<file path="config.mk">
export PLATFORM = sky130hd
export DESIGN_NAME = udp_packet_filter_top
export DESIGN_NICKNAME = d
export VERILOG_FILES = /design/src/sv/upf_pkg.sv /design/src/sv/upf_cfg_regs.sv /design/src/sv/upf_parser.sv /design/src/sv/udp_packet_filter_top.sv
export SDC_FILE = /design/constraint.sdc
export NUM_CORES = 1
export LEC_CHECK = 0
export BUFFER_PORTS_ARGS = -buffer_cell sky130_fd_sc_hd__buf_2
export CORE_ASPECT_RATIO = 0.8
export CORE_MARGIN = 3
export CORE_UTILIZATION = 61
export DETAILED_ROUTE_END_ITERATION = 10
export GPL_ROUTABILITY_DRIVEN = 0
export MAX_ROUTING_LAYER = met4
export PLACE_DENSITY = 0.81
export SLEW_MARGIN = 30
export SYNTH_ARGS = -nofsm -noshare
export SYNTH_HDL_FRONTEND = slang
export SYNTH_SLANG_ARGS = --single-unit
export TNS_END_PERCENT = 5
</file>
<file path="constraint.sdc">
create_clock -name clk -period 7.6 [get_ports clk]
set_clock_uncertainty 0.2 [all_clocks]
set_input_delay 1.52 -clock clk [delete_from_list [all_inputs] [get_ports clk]]
set_output_delay 1.52 -clock clk [all_outputs]
set_load 0.01 [all_outputs]
</file>
<file path="src/sv/upf_pkg.sv">
// ----------------------------------------------------------------------------
// upf_pkg
// Types and constants of the byte-serial UDP packet filter.
// ----------------------------------------------------------------------------
package upf_pkg;

  // Result actions.
  localparam logic [1:0] ACT_PASS     = 2'd0;
  localparam logic [1:0] ACT_DROP     = 2'd1;
  localparam logic [1:0] ACT_REDIRECT = 2'd2;

  // Configuration register indexes.
  localparam int unsigned CFG_INDEX_W = 3;
  localparam logic [CFG_INDEX_W-1:0] CFG_SOURCE_PREFIX     = 3'd0;
  localparam logic [CFG_INDEX_W-1:0] CFG_SOURCE_MASK       = 3'd1;
  localparam logic [CFG_INDEX_W-1:0] CFG_DROP_PORT         = 3'd2;
  localparam logic [CFG_INDEX_W-1:0] CFG_IPV6_DEST_PREFIX  = 3'd3;
  localparam logic [CFG_INDEX_W-1:0] CFG_SOCKET_BOUND_MASK = 3'd4;
  localparam int unsigned CFG_DATA_W = 64;

  // Register reset values.
  localparam logic [31:0] RST_SOURCE_PREFIX    = 32'hB79C_2400;
  localparam logic [31:0] RST_SOURCE_MASK      = 32'hFFFF_FF00;
  localparam logic [15:0] RST_DROP_PORT        = 16'd12345;
  localparam logic [15:0] RST_IPV6_DEST_PREFIX = 16'hFD00;

  // Number of queue codes a 6-bit queue index can name.
  localparam int unsigned QUEUE_SPACE = 64;

  // Ether types and protocol numbers.
  localparam logic [15:0] ETH_TYPE_IPV4 = 16'h0800;
  localparam logic [15:0] ETH_TYPE_IPV6 = 16'h86DD;
  localparam logic [15:0] ETH_TYPE_VLAN = 16'h8100;
  localparam logic [15:0] ETH_TYPE_QINQ = 16'h88A8;
  localparam logic [7:0]  IP_PROTO_UDP  = 8'd17;

  // Byte positions in the frame and offsets from the start of layer 3.
  localparam logic [7:0] ETH_TYPE_HI_POS = 8'd12;
  localparam logic [7:0] ETH_TYPE_LO_POS = 8'd13;
  localparam logic [7:0] ETH_HDR_LEN     = 8'd14;
  localparam logic [7:0] TAG_TYPE_HI_OFS = 8'd2;
  localparam logic [7:0] TAG_TYPE_LO_OFS = 8'd3;
  localparam logic [4:0] TAG_LEN         = 5'd4;
  localparam logic [7:0] IPV4_PROTO_OFS  = 8'd9;
  localparam logic [7:0] IPV4_SRC_FIRST  = 8'd12;
  localparam logic [7:0] IPV4_SRC_LAST   = 8'd15;
  localparam logic [7:0] IPV4_DPORT_HI   = 8'd22;
  localparam logic [7:0] IPV4_DPORT_LO   = 8'd23;
  localparam logic [7:0] IPV4_MIN_LEN    = 8'd28;
  localparam logic [7:0] IPV6_NEXT_OFS   = 8'd6;
  localparam logic [7:0] IPV6_DST_HI     = 8'd24;
  localparam logic [7:0] IPV6_DST_LO     = 8'd25;
  localparam logic [7:0] IPV6_DPORT_HI   = 8'd42;
  localparam logic [7:0] IPV6_DPORT_LO   = 8'd43;
  localparam logic [7:0] IPV6_MIN_LEN    = 8'd48;

  typedef struct packed {
    logic [7:0] data_byte;
    logic       last_byte;
    logic [5:0] queue_index;
  } upf_in_t;

  typedef struct packed {
    logic [1:0]  action;
    logic [5:0]  out_queue;
    logic [31:0] last_source;
    logic [31:0] passed_count;
  } upf_out_t;

  // Match settings handed from the register file to the parser.
  typedef struct packed {
    logic [31:0] source_prefix;
    logic [31:0] source_mask;
    logic [15:0] drop_port;
    logic [15:0] ipv6_dest_prefix;
  } upf_match_t;

endpackage

</file>
<file path="src/sv/upf_cfg_regs.sv">
// ----------------------------------------------------------------------------
// upf_cfg_regs
// Configuration register file of the packet filter.
// ----------------------------------------------------------------------------
module upf_cfg_regs
  import upf_pkg::*;
#(
  parameter int unsigned NUM_QUEUES = 64
) (
  input  logic                   clk,
  input  logic                   rst,
  input  logic                   cfg_write,
  input  logic [CFG_INDEX_W-1:0] cfg_index,
  input  logic [CFG_DATA_W-1:0]  cfg_data,
  output upf_match_t             match,
  output logic [NUM_QUEUES-1:0]  socket_bound
);

  always_ff @(posedge clk) begin
    if (rst) begin
      match.source_prefix    <= RST_SOURCE_PREFIX;
      match.source_mask      <= RST_SOURCE_MASK;
      match.drop_port        <= RST_DROP_PORT;
      match.ipv6_dest_prefix <= RST_IPV6_DEST_PREFIX;
      socket_bound           <= '0;
    end else if (cfg_write) begin
      case (cfg_index)
        CFG_SOURCE_PREFIX:     match.source_prefix    <= cfg_data[31:0];
        CFG_SOURCE_MASK:       match.source_mask      <= cfg_data[31:0];
        CFG_DROP_PORT:         match.drop_port        <= cfg_data[15:0];
        CFG_IPV6_DEST_PREFIX:  match.ipv6_dest_prefix <= cfg_data[15:0];
        CFG_SOCKET_BOUND_MASK: socket_bound           <= cfg_data[NUM_QUEUES-1:0];
        default: ;
      endcase
    end
  end

endmodule

</file>
<file path="src/sv/upf_parser.sv">
// ----------------------------------------------------------------------------
// upf_parser
// Per-frame header capture and the verdict formed on the last byte.
// ----------------------------------------------------------------------------
module upf_parser
  import upf_pkg::*;
#(
  parameter int unsigned MAX_VLAN_TAGS = 2,
  parameter int unsigned NUM_QUEUES    = 64
) (
  input  logic                  clk,
  input  logic                  rst,
  input  logic                  take,
  input  upf_in_t               word,
  input  upf_match_t            match,
  input  logic [NUM_QUEUES-1:0] socket_bound,
  output upf_out_t              result
);

  logic [6:0]  byte_position;
  logic [15:0] ether_type;
  logic [4:0]  l3_offset;
  logic [7:0]  ip_protocol;
  logic [31:0] captured_source;
  logic [15:0] udp_port_seen;
  logic [15:0] ipv6_prefix_seen;
  logic [7:0]  tag_high;
  logic [31:0] frame_count;

  logic [15:0] ether_type_next;
  logic [4:0]  l3_offset_next;
  logic [7:0]  ip_protocol_next;
  logic [31:0] captured_source_next;
  logic [15:0] udp_port_seen_next;
  logic [15:0] ipv6_prefix_seen_next;
  logic [7:0]  tag_high_next;
  logic [31:0] frame_count_next;

  logic [7:0]             pos;
  logic [7:0]             off;
  logic [7:0]             off_next;
  logic [7:0]             frame_len;
  logic [7:0]             b;
  logic [QUEUE_SPACE-1:0] bound_ext;
  logic                   bound;
  logic                   drop;
  logic                   count;

  // A tag is still being skipped while the type says tag and the tag budget is left.
  function automatic logic vlan_open(input logic [15:0] et, input logic [4:0] ofs);
    logic [4:0] span;
    span = ofs - ETH_HDR_LEN[4:0];
    return ((et == ETH_TYPE_VLAN) || (et == ETH_TYPE_QINQ)) &&
           (span[4:2] < 3'(MAX_VLAN_TAGS));
  endfunction

  assign pos       = {1'b0, byte_position};
  assign off       = {3'b000, l3_offset};
  assign b         = word.data_byte;
  assign bound_ext = QUEUE_SPACE'(socket_bound);
  assign bound     = bound_ext[word.queue_index] &&
                     ({1'b0, word.queue_index} < 7'(NUM_QUEUES));

  // Capture of the current byte.
  always_comb begin
    ether_type_next       = ether_type;
    l3_offset_next        = l3_offset;
    ip_protocol_next      = ip_protocol;
    captured_source_next  = captured_source;
    udp_port_seen_next    = udp_port_seen;
    ipv6_prefix_seen_next = ipv6_prefix_seen;
    tag_high_next         = tag_high;
    if (pos == ETH_TYPE_HI_POS) begin
      ether_type_next = {b, 8'h00};
    end else if (pos == ETH_TYPE_LO_POS) begin
      ether_type_next = {ether_type[15:8], b};
      l3_offset_next  = ETH_HDR_LEN[4:0];
    end else if (pos >= ETH_HDR_LEN) begin
      if (vlan_open(ether_type, l3_offset)) begin
        if (pos == off + TAG_TYPE_HI_OFS) begin
          tag_high_next = b;
        end else if (pos == off + TAG_TYPE_LO_OFS) begin
          ether_type_next = {tag_high, b};
          l3_offset_next  = l3_offset + TAG_LEN;
        end
      end else if (ether_type == ETH_TYPE_IPV4) begin
        if (pos == off + IPV4_PROTO_OFS) begin
          ip_protocol_next = b;
        end else if (pos >= off + IPV4_SRC_FIRST && pos <= off + IPV4_SRC_LAST) begin
          captured_source_next = {captured_source[23:0], b};
        end else if (pos == off + IPV4_DPORT_HI || pos == off + IPV4_DPORT_LO) begin
          udp_port_seen_next = {udp_port_seen[7:0], b};
        end
      end else if (ether_type == ETH_TYPE_IPV6) begin
        if (pos == off + IPV6_NEXT_OFS) begin
          ip_protocol_next = b;
        end else if (pos == off + IPV6_DST_HI || pos == off + IPV6_DST_LO) begin
          ipv6_prefix_seen_next = {ipv6_prefix_seen[7:0], b};
        end else if (pos == off + IPV6_DPORT_HI || pos == off + IPV6_DPORT_LO) begin
          udp_port_seen_next = {udp_port_seen[7:0], b};
        end
      end
    end
  end

  // Verdict, formed from the state that includes the current byte.
  assign off_next  = {3'b000, l3_offset_next};
  assign frame_len = pos + 8'd1;

  always_comb begin
    result.action       = ACT_PASS;
    result.out_queue    = word.queue_index;
    result.last_source  = '0;
    count               = 1'b1;
    drop                = 1'b0;
    if (frame_len < ETH_HDR_LEN || vlan_open(ether_type_next, l3_offset_next)) begin
      result.action = ACT_PASS;
    end else if (ether_type_next == ETH_TYPE_IPV4 && frame_len < off_next + IPV4_MIN_LEN) begin
      result.action = ACT_PASS;
    end else if (ether_type_next == ETH_TYPE_IPV6 && frame_len < off_next + IPV6_MIN_LEN) begin
      // A cut-short IPv6 frame passes but is not counted.
      count = 1'b0;
    end else begin
      if (ether_type_next == ETH_TYPE_IPV4) begin
        result.last_source = captured_source_next;
        drop = (ip_protocol_next == IP_PROTO_UDP) &&
               ((captured_source_next & match.source_mask) == match.source_prefix) &&
               (udp_port_seen_next == match.drop_port);
      end else if (ether_type_next == ETH_TYPE_IPV6) begin
        drop = (ip_protocol_next == IP_PROTO_UDP) &&
               (ipv6_prefix_seen_next == match.ipv6_dest_prefix) &&
               (udp_port_seen_next == match.drop_port);
      end
      if (drop) begin
        result.action = ACT_DROP;
        count         = 1'b0;
      end else if (bound) begin
        result.action = ACT_REDIRECT;
      end
    end
    frame_count_next    = count ? frame_count + 32'd1 : frame_count;
    result.passed_count = frame_count_next;
  end

  always_ff @(posedge clk) begin
    if (rst) begin
      byte_position    <= '0;
      ether_type       <= '0;
      l3_offset        <= ETH_HDR_LEN[4:0];
      ip_protocol      <= '0;
      captured_source  <= '0;
      udp_port_seen    <= '0;
      ipv6_prefix_seen <= '0;
      tag_high         <= '0;
      frame_count      <= '0;
    end else if (take) begin
      if (word.last_byte) begin
        byte_position    <= '0;
        ether_type       <= '0;
        l3_offset        <= ETH_HDR_LEN[4:0];
        ip_protocol      <= '0;
        captured_source  <= '0;
        udp_port_seen    <= '0;
        ipv6_prefix_seen <= '0;
        tag_high         <= '0;
        frame_count      <= frame_count_next;
      end else begin
        if (!(&byte_position)) begin
          byte_position <= byte_position + 7'd1;
        end
        ether_type       <= ether_type_next;
        l3_offset        <= l3_offset_next;
        ip_protocol      <= ip_protocol_next;
        captured_source  <= captured_source_next;
        udp_port_seen    <= udp_port_seen_next;
        ipv6_prefix_seen <= ipv6_prefix_seen_next;
        tag_high         <= tag_high_next;
      end
    end
  end

endmodule

</file>
<file path="src/sv/udp_packet_filter_top.sv">
// ----------------------------------------------------------------------------
// udp_packet_filter_top
// Byte-serial Ethernet/VLAN/IPv4/IPv6 UDP drop filter with socket redirect.
// ----------------------------------------------------------------------------
// Usage:
//   Frames enter on the frame channel one byte per word, in wire order, with
//   last_byte set on the final byte and queue_index held for the whole frame.
//   A word is taken at a rising edge where frame_valid is high and frame_stall
//   is low. Every word but the last updates the header capture registers and
//   gives no result. The last word of a frame gives exactly one result word on
//   the result channel: the action, the queue, the IPv4 source and the count
//   of frames that were neither dropped nor cut-short IPv6 frames.
//   Path: a last byte passes the input register and then the result register
//   before its result shows on the result channel.
//   Throughput: one byte per cycle while no last byte waits, set by the single
//   parse stage between the input register and the result register.
//   When the receiver stalls, the result register holds its word. Bytes that
//   are not the last of a frame keep flowing; a last byte waits in the input
//   register until the result register frees, and frame_stall is raised to
//   the sender for as long as it waits.
//   Reset clears both registers, the frame capture state and the counter, and
//   loads the match registers with their defaults. The user makes configuration
//   writes only while no frame is in flight; the block does not enforce this.
// ----------------------------------------------------------------------------
module udp_packet_filter_top
  import upf_pkg::*;
#(
  parameter int unsigned MAX_VLAN_TAGS = 2,
  parameter int unsigned NUM_QUEUES    = 64
) (
  input  logic                   clk,
  input  logic                   rst,
  input  logic                   frame_valid,
  output logic                   frame_stall,
  input  upf_in_t                frame_word,
  output logic                   result_valid,
  input  logic                   result_stall,
  output upf_out_t               result_word,
  input  logic                   cfg_write,
  input  logic [CFG_INDEX_W-1:0] cfg_index,
  input  logic [CFG_DATA_W-1:0]  cfg_data
);

  upf_match_t            match;
  logic [NUM_QUEUES-1:0] socket_bound;
  upf_out_t              verdict;

  // Input register.
  logic    hold_valid;
  upf_in_t hold_word;
  logic    hold_blocked;
  logic    take;

  // Only a last byte needs the result register, so only it can be held up.
  assign hold_blocked = hold_word.last_byte && result_valid && result_stall;
  assign take         = hold_valid && !hold_blocked;
  assign frame_stall  = hold_valid && hold_blocked;

  always_ff @(posedge clk) begin
    if (rst) begin
      hold_valid <= 1'b0;
    end else if (frame_valid && !frame_stall) begin
      hold_valid <= 1'b1;
    end else if (take) begin
      hold_valid <= 1'b0;
    end
  end

  always_ff @(posedge clk) begin
    if (frame_valid && !frame_stall) begin
      hold_word <= frame_word;
    end
  end

  upf_cfg_regs #(
    .NUM_QUEUES (NUM_QUEUES)
  ) u_cfg (
    .clk          (clk),
    .rst          (rst),
    .cfg_write    (cfg_write),
    .cfg_index    (cfg_index),
    .cfg_data     (cfg_data),
    .match        (match),
    .socket_bound (socket_bound)
  );

  upf_parser #(
    .MAX_VLAN_TAGS (MAX_VLAN_TAGS),
    .NUM_QUEUES    (NUM_QUEUES)
  ) u_parser (
    .clk          (clk),
    .rst          (rst),
    .take         (take),
    .word         (hold_word),
    .match        (match),
    .socket_bound (socket_bound),
    .result       (verdict)
  );

  // Result register. A new verdict is loaded only when the slot is empty or
  // its word is being taken in this same cycle.
  always_ff @(posedge clk) begin
    if (rst) begin
      result_valid <= 1'b0;
    end else if (take && hold_word.last_byte) begin
      result_valid <= 1'b1;
    end else if (!result_stall) begin
      result_valid <= 1'b0;
    end
  end

  always_ff @(posedge clk) begin
    if (take && hold_word.last_byte) begin
      result_word <= verdict;
    end
  end

endmodule

</file>
==> impl_metrics.sql <==
INSERT INTO impl_metrics (metric_group, metric, value, unit) VALUES
('outcome', 'run_status', 'complete, but fails checks', ''),
('outcome', 'violations', 'design-rule violations', ''),
('clock_network', 'cts_buffer_depth', '3', ''),
('power_and_ir_drop', 'power_frac_comb', '4.9', '%'),
('setup_path', 'critPathLaunchType', 'register', ''),
('floorplanning', 'die_height', '169', 'um'),
('finish', 'layout_nets', '2558', ''),
('global_routing', 'globalRoute.totalOverflow', '0', ''),
('drt', 'avgRoutedWirePerCell', '21.2', 'um'),
('drt', 'avgViaCountPerCell', '6.56', ''),
('power_and_ir_drop', 'switching_share', '23.1', '%'),
('sta', 'setup_repair_after_global_routing_missed_its_margin', 'no', ''),
('drt', 'detailedRoute.firstIterationViolations', '2632', ''),
('setup_path', 'setup.worst_path.class', 'register to register', ''),
('floorplanning', 'floorplan.die_area', '0.0356', 'mm^2'),
('clock_network', 'holdBufCountCts', '0', ''),
('finish', 'layout.area.seq', '0.00866', 'mm^2'),
('place', 'place_ws', '1.08', 'ns'),
('global_routing', 'groute.usage.overall', '34.3', '%'),
('floorplanning', 'num_io_pins', '161', ''),
('clock_network', 'cts.sink_count', '389', ''),
('floorplanning', 'placementRows', '59', ''),
('place', 'io_buffers', '160', ''),
('finish', 'post_route_cells_drive_above_1_share', '12.9', '%'),
('finish', 'fill_cells', '2526', ''),
('sta', 'whs', '0.256', 'ns'),
('sta', 'period_minus_slack', '6.51', 'ns'),
('finish', 'syn_to_final_growth', '11.7', '%'),
('power_and_ir_drop', 'internal-power', '3430', 'uW'),
('global_routing', 'grt_start_max_net_pins', '118', ''),
('job', 'max-cap-violations', '0', ''),
('clock_network', 'cts_buffers', '40', ''),
('global_routing', 'first_global_vias', '17602', ''),
('synthesis', 'synthDominantAreaCellType', 'sky130_fd_sc_hd__dfxtp_1', ''),
('global_routing', 'grt_pass1_wl', '95.9', 'mm'),
('sta', 'finalCritPeriodShare', '85.6', '%'),
('sta', 'slew_headroom', '28.0', '%'),
('clock_network', 'cts_setup_buffers', '0', ''),
('synthesis', 'synth-async-reset-ratio', '0', '%'),
('finish', 'layout.cells.most_common', 'sky130_fd_sc_hd__nand2_1', ''),
('finish', 'layout.cells.non_filler', '2887', ''),
('place', 'hpwlAfterDp', '42.4', 'mm'),
('clock_network', 'cts_tree', 'built', ''),
('floorplanning', 'core', '0.0327', 'mm^2'),
('power_and_ir_drop', 'power_switching', '1030', 'uW'),
('drt', 'detail_route.first_pass.iterations', '11', ''),
('sta', 'timing.final.max_slew_violations', '0', ''),
('power_and_ir_drop', 'pwr_density_cell', '197', 'mW/mm^2'),
('power_and_ir_drop', 'peakVddDrop', '193', 'uV'),
('synthesis', 'total_number_of_yosys_warnings', '0', ''),
('power_and_ir_drop', 'seqPwrFrac', '49.0', '%'),
('synthesis', 'synth_edf_count', '87', ''),
('power_and_ir_drop', 'fin_total_pwr', '4460', 'uW'),
('finish', 'multiInputGateArea', '0.0109', 'mm^2'),
('synthesis', 'synthTopCellsByArea', 'sky130_fd_sc_hd__dfxtp_1 30%, sky130_fd_sc_hd__edfxtp_1 13%, sky130_fd_sc_hd__nand2_1 8.1%, sky130_fd_sc_hd__a21oi_1 4.9%, sky130_fd_sc_hd__nor2_1 3.8%', ''),
('synthesis', 'postSynthAreaPerCell', '8.64', 'um^2'),
('synthesis', 'synthesis.area', '0.0203', 'mm^2'),
('synthesis', 'ys_seq_area_share', '42.6', '%'),
('synthesis', 'yosysTopAreaCellShare', '29.7', '%'),
('synthesis', 'synth.lib_cells_used.distinct', '92', ''),
('clock_network', 'clk_root_buffer_cell', 'sky130_fd_sc_hd__clkbuf_16', ''),
('setup_path', 'crit_path_max_fanout', '38', ''),
('sta', 'final_critical_path_setup_slack', '1.09', 'ns'),
('setup_path', 'worst_ep_required_time', '7.83', 'ns'),
('drt', 'detailroute.via_count', '18933', ''),
('drt', 'drc_viols', '3', ''),
('synthesis', 'syn-instance-count', '2353', ''),
('clock_network', 'h-tree-depth', '2', ''),
('clock_network', 'clk_latency_worst_skew_pair', '0.55', 'ns'),
('floorplanning', 'die_width', '210', 'um'),
('power_and_ir_drop', 'power.share.clock', '46.1', '%');
-- critical path: stages (launching register included) --
cell                       delay, ns
sky130_fd_sc_hd__dfxtp_1        0.77
sky130_fd_sc_hd__inv_1          0.28
sky130_fd_sc_hd__ha_1           0.29
sky130_fd_sc_hd__nand2_1        0.08
sky130_fd_sc_hd__xnor2_1        0.07
sky130_fd_sc_hd__ha_1           0.34
sky130_fd_sc_hd__o21a_1         0.19
sky130_fd_sc_hd__o22ai_1        0.14
sky130_fd_sc_hd__a31o_2         0.21
sky130_fd_sc_hd__and2_1         0.56
sky130_fd_sc_hd__buf_4          0.29
sky130_fd_sc_hd__nand3_1        0.15
sky130_fd_sc_hd__a21boi_0       0.55
sky130_fd_sc_hd__xnor2_1        0.25
sky130_fd_sc_hd__nand4_1        0.17
sky130_fd_sc_hd__nor4_2         0.47
sky130_fd_sc_hd__o221a_2        0.80
sky130_fd_sc_hd__nor4_1         0.17
sky130_fd_sc_hd__mux2_1         0.36
-- power by group through the flow --
stage                     Combinational, uW  Sequential (uW)  Clock [uW]
final                                   219             2190        2060
after global routing                    236             2190        2150
after CTS                               213             2180        2070
after detailed placement                211             2230           0
after global placement                  202             2230           0
after floorplan                         136             2210           0
-- Yosys cell counts (6+ instances only) --
master                      count
sky130_fd_sc_hd__a22oi_1      101
sky130_fd_sc_hd__a21boi_0       8
sky130_fd_sc_hd__a211oi_1      10
sky130_fd_sc_hd__o22ai_1        8
sky130_fd_sc_hd__and3_1        34
sky130_fd_sc_hd__xnor2_1       65
sky130_fd_sc_hd__nor3_1        31
sky130_fd_sc_hd__a221oi_1       9
sky130_fd_sc_hd__o21ai_1       25
sky130_fd_sc_hd__nor2b_1       54
sky130_fd_sc_hd__edfxtp_1      87
sky130_fd_sc_hd__a211o_1       10
sky130_fd_sc_hd__o21ai_0       25
sky130_fd_sc_hd__mux2i_1       16
sky130_fd_sc_hd__nand3_1       47
sky130_fd_sc_hd__mux4_2        21
sky130_fd_sc_hd__and2_1        13
sky130_fd_sc_hd__xor2_1        47
sky130_fd_sc_hd__nand2b_1      26
sky130_fd_sc_hd__o211ai_1      27
sky130_fd_sc_hd__a21oi_1      199
sky130_fd_sc_hd__nand4_1       44
sky130_fd_sc_hd__mux2_1        30
sky130_fd_sc_hd__o21a_1         8
sky130_fd_sc_hd__clkbuf_1     119
sky130_fd_sc_hd__buf_2         12
sky130_fd_sc_hd__ha_1          44
sky130_fd_sc_hd__dfxtp_1      302
sky130_fd_sc_hd__a2111oi_0      9
sky130_fd_sc_hd__nor2_1       207
sky130_fd_sc_hd__or4_1          6
sky130_fd_sc_hd__nand3b_1      49
sky130_fd_sc_hd__nand2_1      441
sky130_fd_sc_hd__nor4_1        27
sky130_fd_sc_hd__a31oi_1       13
sky130_fd_sc_hd__inv_1         47
sky130_fd_sc_hd__buf_1         11
-- state kept, by name, indices dropped and copies added (netlist names), 8 cells and up --
| register | cells |
|---|---|
| hold_word | 15 |
| result_word | 72 |
| u_cfg.match | 96 |
| u_cfg.socket_bound | 64 |
| u_parser.captured_source | 32 |
| u_parser.ether_type | 16 |
| u_parser.frame_count | 32 |
| u_parser.ip_protocol | 8 |
| u_parser.ipv6_prefix_seen | 16 |
| u_parser.tag_high | 8 |
| u_parser.udp_port_seen | 16 |
-- stage by stage --
step / utilization, % / instance area (um^2)
after floorplan: - / 20300
after global placement: 64.9 / 21200
after detailed placement: 65.1 / 21300
after CTS: 69.4 / 22700
after global routing: 69.4 / 22700
final: 69.4 / 22700
-- path summary, 6_finish.rpt --
kind	startpoint	end	cells past startpoint
worst max register to register	u_parser.l3_offset[3]	u_parser.frame_count[31]	18
worst max-delay path	u_parser.l3_offset[3]	u_parser.frame_count[31]	18
worst min-delay path	u_cfg.socket_bound[13]	u_cfg.socket_bound[13]	2
worst min register to register	u_cfg.socket_bound[13]	u_cfg.socket_bound[13]	2
-- layer usage --
metal  global-route usage [%]  vias up  routed length [um]  part of all wire [%]
li1                         -     8541                   -                     -
met1                     46.9     8922               24800                    40
met2                     49.3     1234               26300                    43
met3                     9.63      236                8020                    13
met4                     11.3        0                2180                   3.6
met5                        -        -                   0                     0
-- cell type report --
type | count | area share (%)
multi-input cells | 1767 | 48.1
flip-flops and latches | 389 | 38.1
well taps | 427 | 2.35
diodes | 1 | 0.0110
repair buffers | 182 | 4.42
clock inverters | 19 | 1.06
clock buffers | 55 | 5.10
inverters | 47 | 0.783
-- logic make-up after synthesis --
group	count (synthesis)	synth area share, %
AND/OR/NAND/NOR	1028	24.3
AO/OA/AOI/OAI	512	16.5
flip-flops	389	42.6
buffers and inverters	197	3.91
XOR/XNOR	115	5.15
multiplexers	68	4.83
adder cells (fa/ha/maj)	44	2.71
No activity file was read; power rests on OpenSTA's default activity.
